File: config.mk
export PLATFORM = sky130hd
export DESIGN_NAME = lowest_free_slot_table_unit
export DESIGN_NICKNAME = d
export VERILOG_FILES = /design/src/hdl/lfst_pkg.sv /design/src/hdl/lowest_free_slot_table_unit.sv /design/src/hdl/lfst_slot_ram.sv /design/src/hdl/lfst_ctrl.sv /design/src/hdl/lfst_out_reg.sv
export SDC_FILE = /design/constraint.sdc
export NUM_CORES = 1
export LEC_CHECK = 0
export BUFFER_PORTS_ARGS = -buffer_cell sky130_fd_sc_hd__buf_4
export CAP_MARGIN = 40
export CORE_MARGIN = 2
export CORE_UTILIZATION = 39
export DETAILED_ROUTE_END_ITERATION = 8
export PLACE_DENSITY = 0.65
export SKIP_LAST_GASP = 1
export SYNTH_ARGS = -nofsm -noshare
export SYNTH_HDL_FRONTEND = slang
export SYNTH_SLANG_ARGS = --single-unit
File: constraint.sdc
create_clock -name clk -period 3.64 [get_ports clk]
set_clock_uncertainty 0.15 [all_clocks]
set_input_delay 0.364 -clock clk [delete_from_list [all_inputs] [get_ports clk]]
set_output_delay 0.364 -clock clk [all_outputs]
set_load 0.1 [all_outputs]
File: src/hdl/lfst_pkg.sv
package lfst_pkg;

  localparam int SLOTS  = 16;
  localparam int SLOT_W = (SLOTS > 1) ? $clog2(SLOTS) : 1;
  localparam int CNT_W  = $clog2(SLOTS + 1);
  localparam int POS_W  = 8;
  localparam int WORD_W = 2 * POS_W;

  // command codes
  localparam logic [1:0] CMD_INSERT = 2'd0;
  localparam logic [1:0] CMD_REMOVE = 2'd1;
  localparam logic [1:0] CMD_FIND   = 2'd2;
  localparam logic [1:0] CMD_NONE   = 2'd3;

  // status codes
  localparam logic [1:0] STAT_OK        = 2'd0;
  localparam logic [1:0] STAT_FULL      = 2'd1;
  localparam logic [1:0] STAT_BAD_REM   = 2'd2;
  localparam logic [1:0] STAT_NOT_FOUND = 2'd3;

  typedef enum logic [1:0] {
    ST_IDLE,
    ST_INSERT,
    ST_FIND,
    ST_FIN
  } state_t;

  typedef struct packed {
    logic              we;
    logic [SLOT_W-1:0] waddr;
    logic [WORD_W-1:0] wdata;
    logic [SLOT_W-1:0] raddr;
  } ram_req_t;

  typedef struct packed {
    logic [1:0] status;
    logic [3:0] result_slot;
    logic [4:0] occupied_count;
    logic       has_free;
  } result_t;

endpackage

File: src/hdl/lowest_free_slot_table_unit.sv
// lowest free slot table: sixteen slots, each holding a line and column position
// input stream s_*: one request per item, a command of insert, remove or find
// output stream m_*: exactly one result per request, in request order
// insert puts the position into the lowest free slot, remove frees a slot by
// index, find returns the lowest occupied slot holding the same position
// one request is in work at a time; s_tready is high only while idle
// after accept, remove, unused command and insert into a full table go straight
// to the finish state; insert walks the bitmap up to the lowest free slot k;
// find reads slot after slot until a match in slot k or the last slot, and each
// result then goes to the output register; the find scan is paced by the single
// read port of the position memory, one slot per cycle, and s_tready stays low
// reset clears the occupancy bitmap and count at once; positions of free slots
// are never read as valid, so the memory needs no clearing pass
// a stalled receiver holds the result in the output register; the next request
// is accepted meanwhile and its result waits until the register is taken
module lowest_free_slot_table_unit (
  input  logic        clk,
  input  logic        rst,
  input  logic        s_tvalid,
  output logic        s_tready,
  input  logic [23:0] s_tdata,   // command[1:0] slot_index[5:2] entry_line[13:6] entry_col[21:14]
  output logic        m_tvalid,
  input  logic        m_tready,
  output logic [15:0] m_tdata    // status[1:0] result_slot[5:2] occupied_count[10:6] has_free[11]
);

  lfst_pkg::ram_req_t                ram_req;
  logic [lfst_pkg::WORD_W-1:0]       ram_rdata;
  lfst_pkg::result_t                 res;
  logic                              res_valid;
  logic                              res_take;

  // sequencer and occupancy bitmap
  lfst_ctrl u_ctrl (
    .clk        (clk),
    .rst        (rst),
    .in_valid   (s_tvalid),
    .in_ready   (s_tready),
    .command    (s_tdata[1:0]),
    .slot_index (s_tdata[5:2]),
    .entry_line (s_tdata[13:6]),
    .entry_col  (s_tdata[21:14]),
    .ram_req    (ram_req),
    .ram_rdata  (ram_rdata),
    .res_valid  (res_valid),
    .res        (res),
    .res_take   (res_take)
  );

  // stored positions, registered read
  lfst_slot_ram u_ram (
    .clk   (clk),
    .req   (ram_req),
    .rdata (ram_rdata)
  );

  // result register toward the receiver
  lfst_out_reg u_out (
    .clk       (clk),
    .rst       (rst),
    .res_valid (res_valid),
    .res       (res),
    .res_take  (res_take),
    .m_tvalid  (m_tvalid),
    .m_tready  (m_tready),
    .m_tdata   (m_tdata)
  );

endmodule

File: src/hdl/lfst_slot_ram.sv
module lfst_slot_ram (
  input  logic                                clk,
  input  lfst_pkg::ram_req_t                  req,
  output logic [lfst_pkg::WORD_W-1:0]         rdata
);

  // line in the upper byte, column in the lower byte
  logic [lfst_pkg::WORD_W-1:0] mem [lfst_pkg::SLOTS];

  always_ff @(posedge clk) begin
    if (req.we) begin
      mem[req.waddr] <= req.wdata;
    end
    rdata <= mem[req.raddr];
  end

endmodule

File: src/hdl/lfst_ctrl.sv
module lfst_ctrl (
  input  logic                              clk,
  input  logic                              rst,
  input  logic                              in_valid,
  output logic                              in_ready,
  input  logic [1:0]                        command,
  input  logic [3:0]                        slot_index,
  input  logic [lfst_pkg::POS_W-1:0]        entry_line,
  input  logic [lfst_pkg::POS_W-1:0]        entry_col,
  output lfst_pkg::ram_req_t                ram_req,
  input  logic [lfst_pkg::WORD_W-1:0]       ram_rdata,
  output logic                              res_valid,
  output lfst_pkg::result_t                 res,
  input  logic                              res_take
);

  localparam logic [lfst_pkg::SLOT_W-1:0] LAST_SLOT = lfst_pkg::SLOT_W'(lfst_pkg::SLOTS - 1);
  localparam logic [lfst_pkg::CNT_W-1:0]  FULL_CNT  = lfst_pkg::CNT_W'(lfst_pkg::SLOTS);

  lfst_pkg::state_t              state, state_next;
  logic [lfst_pkg::SLOTS-1:0]    occ, occ_next;
  logic [lfst_pkg::CNT_W-1:0]    count, count_next;
  logic [lfst_pkg::SLOT_W-1:0]   ptr, ptr_next;
  logic [lfst_pkg::SLOT_W-1:0]   rd_slot, rd_slot_next;
  logic                          rd_live, rd_live_next;
  logic [lfst_pkg::WORD_W-1:0]   key, key_next;
  lfst_pkg::result_t             res_next;
  logic [lfst_pkg::SLOT_W-1:0]   rem_sel;
  logic                          rem_ok;

  always_ff @(posedge clk) begin
    if (rst) begin
      state   <= lfst_pkg::ST_IDLE;
      occ     <= '0;
      count   <= '0;
      rd_live <= 1'b0;
    end else begin
      state   <= state_next;
      occ     <= occ_next;
      count   <= count_next;
      rd_live <= rd_live_next;
    end
  end

  always_ff @(posedge clk) begin
    ptr     <= ptr_next;
    rd_slot <= rd_slot_next;
    key     <= key_next;
    res     <= res_next;
  end

  assign rem_sel = lfst_pkg::SLOT_W'(slot_index);
  assign rem_ok  = (int'(slot_index) < lfst_pkg::SLOTS) && occ[rem_sel];

  always_comb begin
    state_next   = state;
    occ_next     = occ;
    count_next   = count;
    ptr_next     = ptr;
    rd_slot_next = rd_slot;
    rd_live_next = rd_live;
    key_next     = key;
    res_next     = res;
    in_ready     = 1'b0;
    res_valid    = 1'b0;
    ram_req.we    = 1'b0;
    ram_req.waddr = ptr;
    ram_req.wdata = key;
    ram_req.raddr = ptr;

    unique case (state)
      lfst_pkg::ST_IDLE: begin
        in_ready = 1'b1;
        if (in_valid) begin
          key_next = {entry_line, entry_col};
          ptr_next = '0;
          rd_live_next = 1'b0;
          res_next.status      = lfst_pkg::STAT_OK;
          res_next.result_slot = '0;
          res_next.occupied_count = 5'(count);
          res_next.has_free       = (count != FULL_CNT);
          unique case (command)
            lfst_pkg::CMD_INSERT: begin
              if (count == FULL_CNT) begin
                res_next.status = lfst_pkg::STAT_FULL;
                state_next = lfst_pkg::ST_FIN;
              end else begin
                state_next = lfst_pkg::ST_INSERT;
              end
            end
            lfst_pkg::CMD_REMOVE: begin
              if (rem_ok) begin
                occ_next[rem_sel] = 1'b0;
                count_next = count - 1'b1;
                res_next.occupied_count = 5'(count - 1'b1);
                res_next.has_free       = 1'b1;
              end else begin
                res_next.status = lfst_pkg::STAT_BAD_REM;
              end
              state_next = lfst_pkg::ST_FIN;
            end
            lfst_pkg::CMD_FIND: begin
              state_next = lfst_pkg::ST_FIND;
            end
            default: begin
              state_next = lfst_pkg::ST_FIN;
            end
          endcase
        end
      end

      lfst_pkg::ST_INSERT: begin
        // walk the bitmap upward; a free slot is known to exist
        if (!occ[ptr]) begin
          ram_req.we = 1'b1;
          occ_next[ptr] = 1'b1;
          count_next = count + 1'b1;
          res_next.result_slot    = 4'(ptr);
          res_next.occupied_count = 5'(count + 1'b1);
          res_next.has_free       = ((count + 1'b1) != FULL_CNT);
          state_next = lfst_pkg::ST_FIN;
        end else if (ptr != LAST_SLOT) begin
          ptr_next = ptr + 1'b1;
        end
      end

      lfst_pkg::ST_FIND: begin
        // read issued in the cycle before its compare
        if (rd_live && occ[rd_slot] && (ram_rdata == key)) begin
          res_next.result_slot = 4'(rd_slot);
          state_next = lfst_pkg::ST_FIN;
        end else if (rd_live && (rd_slot == LAST_SLOT)) begin
          res_next.status = lfst_pkg::STAT_NOT_FOUND;
          state_next = lfst_pkg::ST_FIN;
        end else begin
          rd_slot_next = ptr;
          rd_live_next = 1'b1;
          if (ptr != LAST_SLOT) begin
            ptr_next = ptr + 1'b1;
          end
        end
      end

      lfst_pkg::ST_FIN: begin
        res_valid = 1'b1;
        if (res_take) begin
          state_next = lfst_pkg::ST_IDLE;
        end
      end

      default: begin
        state_next = lfst_pkg::ST_IDLE;
      end
    endcase
  end

endmodule

File: src/hdl/lfst_out_reg.sv
module lfst_out_reg (
  input  logic              clk,
  input  logic              rst,
  input  logic              res_valid,
  input  lfst_pkg::result_t res,
  output logic              res_take,
  output logic              m_tvalid,
  input  logic              m_tready,
  output logic [15:0]       m_tdata
);

  assign res_take = !m_tvalid || m_tready;

  always_ff @(posedge clk) begin
    if (rst) begin
      m_tvalid <= 1'b0;
    end else if (res_take) begin
      m_tvalid <= res_valid;
    end
  end

  always_ff @(posedge clk) begin
    if (res_take && res_valid) begin
      m_tdata <= {4'b0, res.has_free, res.occupied_count, res.result_slot, res.status};
    end
  end

endmodule

### Word-level counts from Yosys, hierarchy flattened

Memories as Yosys holds them, arrays and structs flattened. A register that Yosys moved wholly into a read port is not among the register bits.
Index checks and enable logic that the tools add are counted.

* register bits after elaboration: 73
* RAM bits: 256
* memories: 1

Memory list
* u_ram.mem: words 16, width 16, read ports 1, clocked after memory_dff 1, wr ports 1, RTL line lfst_slot_ram.sv:8 `logic [lfst_pkg::WORD_W-1:0] mem [lfst_pkg::SLOTS];`

* eq/ne operators: 22
* order comparisons: 5
* mux-type cells: 56
* add/subtract/negate cells: 3
* reduce and logical (&&, ||, !) cells: 22
* bitwise gates (word level): 5

Operators with widths (count)
* $mux 16: 4
* $pmux 16 s2: 1
* $mux 4: 6
* $pmux 4 s3: 2
* $mux 5: 4
* $and 16x16->16: 1
* $eq 16x16->1: 1
* $mux 2: 8
* $not 16->16: 1
* $or 16x16->16: 1
* $reduce_and 4->1: 4
* $lt 4x5->1 const B: 3
* $mux 1: 15
* $bmux 1 s4: 3
* $mux 12: 1
* $mux 6: 2
* $pmux 2 s2: 3
* $pmux 6 s2: 1
* $mux 10: 1
* $ne 2x1->1 const B: 5
* $ne 2x2->1 const B: 5
* $ne 5x5->1 const B: 2
* $pmux 5 s2: 1
* $reduce_and 5->1: 2
* other kinds (22): 36

### Logic depth before layout (Yosys ltp)

Gate-level depths: netlist (run 1).

* word-level depth: 10
* gate-level depth with buffers: 9
* depth with buffers taken out: 8

### Cells and area by module

From an unflattened synthesis (run 1), not the netlist that was laid out.

* cells, all modules: 787
* area total of the unflattened synthesis: 14102.3 µm²

By module, submodules not included
* lfst_slot_ram: instances 1, area an instance 10042.1 µm², cells an instance 432
* lfst_ctrl: instances 1, area an instance 3611.0 µm², cells an instance 333
* lfst_out_reg: instances 1, area an instance 449.2 µm², cells an instance 22

### Worst setup path before layout (run 1)

No wires, ideal clock.

* path type: reg-to-reg
* from: reg u_ctrl.ptr[0] in the netlist's numbering
* to: mem u_ram.mem[3][0] in the netlist's numbering, enable pin
* buffers on the path: 1
* library setup time: 409 ps
* data arrival time: 2976 ps
* slack: 105 ps
* stages on the path, launching flop included: 7
* cells stage by stage: edfxtp_1 -> buf_2 -> mux4_2 -> a32oi_2 -> nor3b_2 -> nand2_1 -> nor3_1

* longest elaborated chain between the ends: 6

Ends and longest elaborated chain
* start: declaration: RTL line lfst_ctrl.sv:23 `logic [lfst_pkg::SLOT_W-1:0] ptr, ptr_next;`
* start signal: assignment: RTL line lfst_ctrl.sv:46 `ptr <= ptr_next;`
* $bmux 1 s4: RTL line lfst_ctrl.sv:114 `if (!occ[ptr]) begin`
* $mux 1 (implied by the code): RTL line lfst_ctrl.sv:114
* $mux 1: RTL line lfst_ctrl.sv:114
* $mux 1: RTL line lfst_ctrl.sv:71 `unique case (state)`
* $mux 1: RTL line lfst_slot_ram.sv:11 `if (req.we) begin`
* $mux 1 (implied by the code): RTL line lfst_slot_ram.sv:12 `mem[req.waddr] <= req.wdata;`
* end: declaration: RTL line lfst_slot_ram.sv:8

Several ways; a longest one is shown, not always the timed one. The select of a mux whose other input is x is not followed.

### Final worst setup path (run 1)

* from: reg u_ctrl.ptr[0] in the netlist's numbering
* to: mem u_ram.mem[0][11] in the netlist's numbering, enable pin

Same word-level chain as after synthesis.

==> flow_metrics.py, run 1 <==
metrics = {
    "floorplan": {
        "fp-row-count": 69,
        "die_area_sq_mm": 0.0374,
        "core_area_sq_mm": 0.0354,
        "initial_utilization_pct": 39.5,
        "die_h_microns": 193,
        "io-pin-count": 46,
        "die_w_microns": 193,
    },
    "setup_path": {
        "crit_buf_inv": 2,
        "crit_type": "reg2reg",
        "start_kind": "flop",
        "end_kind": "flop",
        "timing.rr.start": "u_ctrl.ptr[0]",
        "required_ns": 3.68,
        "crit_chain": "mux4_2 > nand2b_1 > a32oi_2 > nor3b_2 > buf_4 > nand2_1 > nor3_2 > buf_4",
        "path_delay_family": "simple AND/OR/NAND/NOR gates",
        "critical-path-max-stage-delay_ns": 0.55,
        "slowest_stage": "edfxtp_1",
        "timing.rr.end": "u_ram.mem[0][11]",
        "r2r_slack_ns": 0.47,
        "reg2reg_depth": 8,
        "worst-path-max-fanout": 16,
        "crit_top_cell": "buf_4",
        "cp.arrival_ns": 3.21,
    },
    "finish": {
        "fin_nets": 905,
        "area_delta_synth_final_pct": 17.6,
        "antenna-diode-count": 0,
        "layout_common_cells": "edfxtp_1, mux4_2, buf_4",
        "final_common_cell": "edfxtp_1",
        "layout-drive-gt1-share_pct": 27.1,
    },
    "sta": {
        "period_share_pct": 87.1,
        "setup_viol": 0,
        "finalHoldViolations": 0,
        "fin_tns_setup_ns": 0,
        "slew_violations": 0,
        "slew_headroom_pct": 60.4,
        "fin_crit_ns": 3.17,
        "rsz0062_at_grt": "no",
        "max_freq_ghz": 0.315,
        "setup_slack_ns": 0.470,
        "worst_pin_slew_ns": 0.594,
    },
    "pwr": {
        "peakVddDrop_uv": 404,
        "powerDensity_mw_per_mm2": 750,
        "p_leak_nw": 5.47,
    },
    "grt": {
        "grt_max_degree": 50,
        "grt_pass1_vias": 7450,
        "grt.total_usage_pct": 15.6,
        "antenna_found_initial": 0,
        "grt_pass1_wl_mm": 44.8,
        "grt_overflow": 0,
    },
    "status": {
        "run_status": "completed",
    },
    "min_path": {
        "whs_endpoint": "u_ctrl.rd_live",
        "hp-start": "rst",
        "hold_depth": 2,
        "hp-class": "in2reg",
    },
    "clocking": {
        "h-tree-depth": 2,
        "post-cts-setup-buffer-count": 0,
        "clkSinkCount": 345,
        "insertion_delay_ns": 0.53,
        "clk_pin_slew_worst_paths_ns": 0.06,
        "cts_root_buf": "clkbuf_16",
        "cts_buffers": 37,
        "clk_path_buf_depth": 3,
        "cts_tree": "done",
    },
    "drt": {
        "via_per_inst": 5.37,
        "drt_wl_total_mm": 28.8,
        "routedWlPerCell_microns": 21.3,
        "ant_nets": 0,
        "drc": 0,
        "drtIter0Drc": 698,
        "vias": 7271,
        "first_pass_iters": 5,
    },
    "logic_synthesis": {
        "synth_ff_type": "edfxtp_1",
        "synth_area_sq_mm": 0.0140,
        "yosysWarnings": 0,
        "seq_area_frac_synth_pct": 71.2,
        "synth_edf_count": 304,
        "ys_ff_latch": 345,
        "synthArstFlopShare_pct": 0,
        "syn_area_per_cell_sq_um": 18.2,
        "synth_cell_types": 60,
        "syn_inst": 768,
    },
    "placed_design": {
        "dp_slack_ns": 0.474,
        "port_buffers": 39,
        "gp_congestion": 0.819,
        "hpwl_mm": 16.9,
    },
    "job": {
        "drv_cap": 0,
    },
}
[layer usage]
layer	vias to the layer above	GRT usage, %	part of all wire, %
met1	3729	22.1	44
met5	-	0	0
li1	3264	-	-
met4	0	4.30	1.9
met2	237	25.1	48
met3	41	2.68	5.9
[sequential cells by signal, summed over array words and instances, names as in the netlist]
name,cells
u_out.m_tvalid,1
u_ctrl.ptr,4
u_ctrl.key,16
u_ram.rdata,16
u_ram.mem,256
u_ctrl.rd_live,1
u_out.m_tdata,12
u_ctrl.count,5
u_ctrl.rd_slot,4
u_ctrl.res,12
u_ctrl.state,2
u_ctrl.occ,16
[cell usage after synthesis, drive strengths merged (3+ instances only)]
master	count	area (sq um)
nor2	31	116
nor2b	10	62.6
buf	21	114
a211oi	4	35.0
mux2	8	97.6
edfxtp	304	9130
o21ai	29	149
nand2b	6	37.5
ha	12	150
nand3	16	85.1
xor2	7	61.3
clkbuf	23	86.3
nand4	5	31.3
and3	13	81.3
a21oi	11	58.8
inv	22	82.6
nor3	7	35.0
xnor2	15	131
o311ai	4	35.0
a32oi	3	52.6
a22oi	5	37.5
mux4	88	1980
mux2i	7	70.1
dfxtp	41	821
a211o	4	35.0
nand2	39	146
[logic make-up (layout without fill, tap and decap cells)]
kind of cell	Yosys count	count (layout)	synth area share (%)
other	1	4	0.0268
buffers and inverters	66	189	2.02
AOI/OAI and AO/OA	79	79	3.97
adders and majority gates	12	12	1.07
xor gates and xnor gates	22	22	1.38
DFF	345	345	71.2
and+or+nand+nor	140	140	4.97
muxes	103	103	15.4
[where the power goes]
part	switching [mW]	leakage [nW]	total [mW]	internal (mW)
clock network	1.50	0.597	3.77	2.27
logic	1.78	1.77	3.26	1.48
registers	0.337	3.10	5.30	4.96
total	3.62	5.47	12.3	8.71
[timing repair]
action | in CTS | in global routing
hold buffers | 17 | 0
hold endpoints to repair | 17 | 0
resized for setup | 0 | 0
[through the flow]
step / instance area (sq um) / utilization, % / hold WS (ns) / power, mW / instances
after CTS: 16400 / 46.4 / 0.0323 / 12.5 / 1355
after floorplan: 14000 / - / 0.250 / 7.72 / 771
after global routing: 16400 / 46.4 / 0.0522 / 12.9 / 1355
final: 16400 / 46.4 / 0.0553 / 12.3 / 1355
after global placement: 15000 / 42.3 / 0.253 / 8.57 / 1267
after detailed placement: 15000 / 42.5 / 0.255 / 8.67 / 1270
[worst max-delay path by stage]
stage | startpoint | slack, ns | cells past startpoint | endpoint
floorplan | u_ctrl.ptr[0] | 0.10 | 6 | u_ram.mem[3][0]
global placement | u_ctrl.ptr[0] | 0.50 | 8 | u_ram.mem[0][6]
detailed placement | u_ctrl.ptr[0] | 0.47 | 8 | u_ram.mem[0][1]
CTS | u_ctrl.ptr[0] | 0.46 | 8 | u_ram.mem[0][11]
global route | u_ctrl.ptr[0] | 0.28 | 8 | u_ram.mem[0][11]
finish | u_ctrl.ptr[0] | 0.47 | 8 | u_ram.mem[0][11]
[final cells by class]
| class | instances | area (sq um) |
|---|---|---|
| repair buffers | 99 | 826 |
| flip-flops and latches | 345 | 9950 |
| clock buffers | 53 | 1030 |
| inverters | 22 | 82.6 |
| fillers | 3006 | 19000 |
| clock inverters | 15 | 200 |
| well taps | 461 | 577 |
| multi-input cells | 360 | 3780 |
Power figures use the tool's default switching activity.
==> inputs of run 2 (changes only) <==
--- a/config.mk
+++ b/config.mk
@@ -11,6 +11,7 @@
 export CORE_UTILIZATION = 39
 export DETAILED_ROUTE_END_ITERATION = 8
 export PLACE_DENSITY = 0.65
+export SETUP_SLACK_MARGIN = 0.5
 export SKIP_LAST_GASP = 1
 export SYNTH_ARGS = -nofsm -noshare
 export SYNTH_HDL_FRONTEND = slang
==> run 2 against run 1 <==
Worst setup slack improved by 0.18 ns. First-iteration DRC count decreased by 11%. Maximum frequency increased by 5.9%. Non-clock buffer count decreased by 3. Sequential share of layout area increased by 0.26 points. Critical path depth decreased by 1. Cell area decreased by 0.43%. Global-route usage about the same. Clock power decreased by 4%. Core utilization decreased by 0.20 points. Highest routed layer unchanged.
==> flow_metrics.py, run 2 (synthesis results as in run 1) <==
metrics = {
    "status": {
        "run_status": "completed",
    },
    "pwr": {
        "switching_share_pct": 29.9,
        "p_clk_share_pct": 29.8,
        "powerDensity_mw_per_mm2": 746,
        "power_frac_seq_pct": 43.7,
        "peakVddDrop_uv": 424,
        "p_leak_nw": 5.41,
        "comb_power_share_pct": 26.6,
        "p_switching_mw": 3.65,
        "internal_power_mw": 8.56,
    },
    "placed_design": {
        "hpwl_mm": 16.8,
        "place_inst": 1262,
        "placed_cell_area_sq_mm": 0.0150,
        "port_buffers": 39,
        "gp_congestion": 0.838,
    },
    "sta": {
        "rsz0062_at_grt": "yes",
        "fin_crit_ns": 2.99,
        "max_freq_ghz": 0.334,
        "slew_violations": 0,
        "worst_pin_slew_ns": 0.651,
        "whs_ns": 0.0394,
        "fin_tns_setup_ns": 0,
        "period_share_pct": 82.3,
        "setup_viol": 0,
        "finalHoldViolations": 0,
        "slew_headroom_pct": 56.6,
    },
    "clocking": {
        "insertion_delay_ns": 0.54,
        "h-tree-depth": 2,
        "clk_pin_slew_worst_paths_ns": 0.06,
        "clk_path_buf_depth": 3,
        "cts_tree": "done",
        "clkSinkCount": 345,
        "cts_buffers": 37,
        "cts_root_buf": "clkbuf_16",
    },
    "floorplan": {
        "die_w_microns": 193,
        "io-pin-count": 46,
        "initial_utilization_pct": 39.5,
        "die_area_sq_mm": 0.0374,
        "core_area_sq_mm": 0.0354,
        "fp-row-count": 69,
        "die_h_microns": 193,
    },
    "drt": {
        "first_pass_iters": 4,
        "drc": 0,
        "via_per_inst": 5.32,
        "ant_nets": 0,
        "drt_wl_total_mm": 29.1,
        "vias": 7173,
        "drtIter0Drc": 620,
        "routedWlPerCell_microns": 21.6,
    },
    "finish": {
        "top_register": "u_ram.mem",
        "largest_reg_flops": 256,
        "layout-drive-gt1-share_pct": 26.7,
        "layout_common_cells": "edfxtp_1, mux4_2, buf_4",
        "fin_nets": 902,
        "area_delta_synth_final_pct": 17.1,
        "design_area_sq_mm": 0.0164,
        "antenna-diode-count": 0,
        "instances_no_fill": 1348,
        "final_common_cell": "edfxtp_1",
    },
    "grt": {
        "grt_overflow": 0,
        "grt_max_degree": 72,
        "grt.total_usage_pct": 15.6,
        "antenna_found_initial": 0,
        "grt_pass1_wl_mm": 44.4,
        "grt_pass1_vias": 7344,
    },
    "job": {
        "drv_cap": 0,
    },
    "setup_path": {
        "required_ns": 3.68,
        "cp.arrival_ns": 3.03,
        "worst-path-max-fanout": 16,
        "crit_type": "reg2reg",
        "end_kind": "flop",
        "start_kind": "flop",
        "r2r_slack_ns": 0.65,
    },
    "min_path": {
        "hp-class": "in2reg",
    },
}
run 2: layout make-up:
class	instances	area [sq um]
clock inverter	17	209
multi-input combinational	360	3800
clock buffer	47	973
timing repair buffer	96	778
sequential	345	9950
fill	3002	19000
inverter	22	82.6
tap	461	577
run 2: worst max-delay path: stages, from the launching register on:
cell      delay, ns
edfxtp_1       0.42
mux4_2         0.51
nand2b_1       0.16
a32oi_2        0.30
nor3b_4        0.36
nand2_1        0.21
nor3_4         0.14
buf_4          0.36
run 2: per-layer routing:
layer | vias up | GRT usage (%) | wire length [microns]
met2 | 184 | 26.0 | 14400
met3 | 45 | 3.47 | 1700
met1 | 3697 | 20.6 | 12300
met4 | 0 | 4.44 | 610
met5 | - | 0 | 0
li1 | 3247 | - | -
run 2: repair_timing:
| action | in CTS | in global routing |
|---|---|---|
| endpoints found under the hold margin | 19 | 0 |
| setup buffers | 2 | 2 |
| setup endpoints to repair | 198 | 8 |
| resized for setup | 1 | 2 |
| hold buffers | 18 | 0 |
run 2: power groups by stage:
stage	logic, mW	registers (mW)	clock network (mW)
finish	3.24	5.33	3.63
floorplan	2.36	5.36	0
CTS	3.29	5.33	3.72
global route	3.51	5.40	3.87
detailed placement	3.23	5.42	0
global placement	3.19	5.40	0
run 2: stage by stage:
stage | total power, mW | utilization [%] | setup slack (ns)
global route | 12.8 | 46.2 | 0.408
floorplan | 7.72 | - | 0.540
finish | 12.2 | 46.2 | 0.646
global placement | 8.59 | 42.3 | 0.452
CTS | 12.3 | 46.2 | 0.618
detailed placement | 8.65 | 42.3 | 0.393
run 2: path summary, 6_finish.rpt:
check	start	end	cells after the start
worst max register to register	u_ctrl.ptr[0]	u_ram.mem[0][8]	7
worst max-delay path	u_ctrl.ptr[0]	u_ram.mem[0][8]	7
worst min register to register	u_ctrl.res[1]	u_out.m_tdata[6]	0
worst min-delay path	s_tdata[0]	u_ctrl.res[10]	2
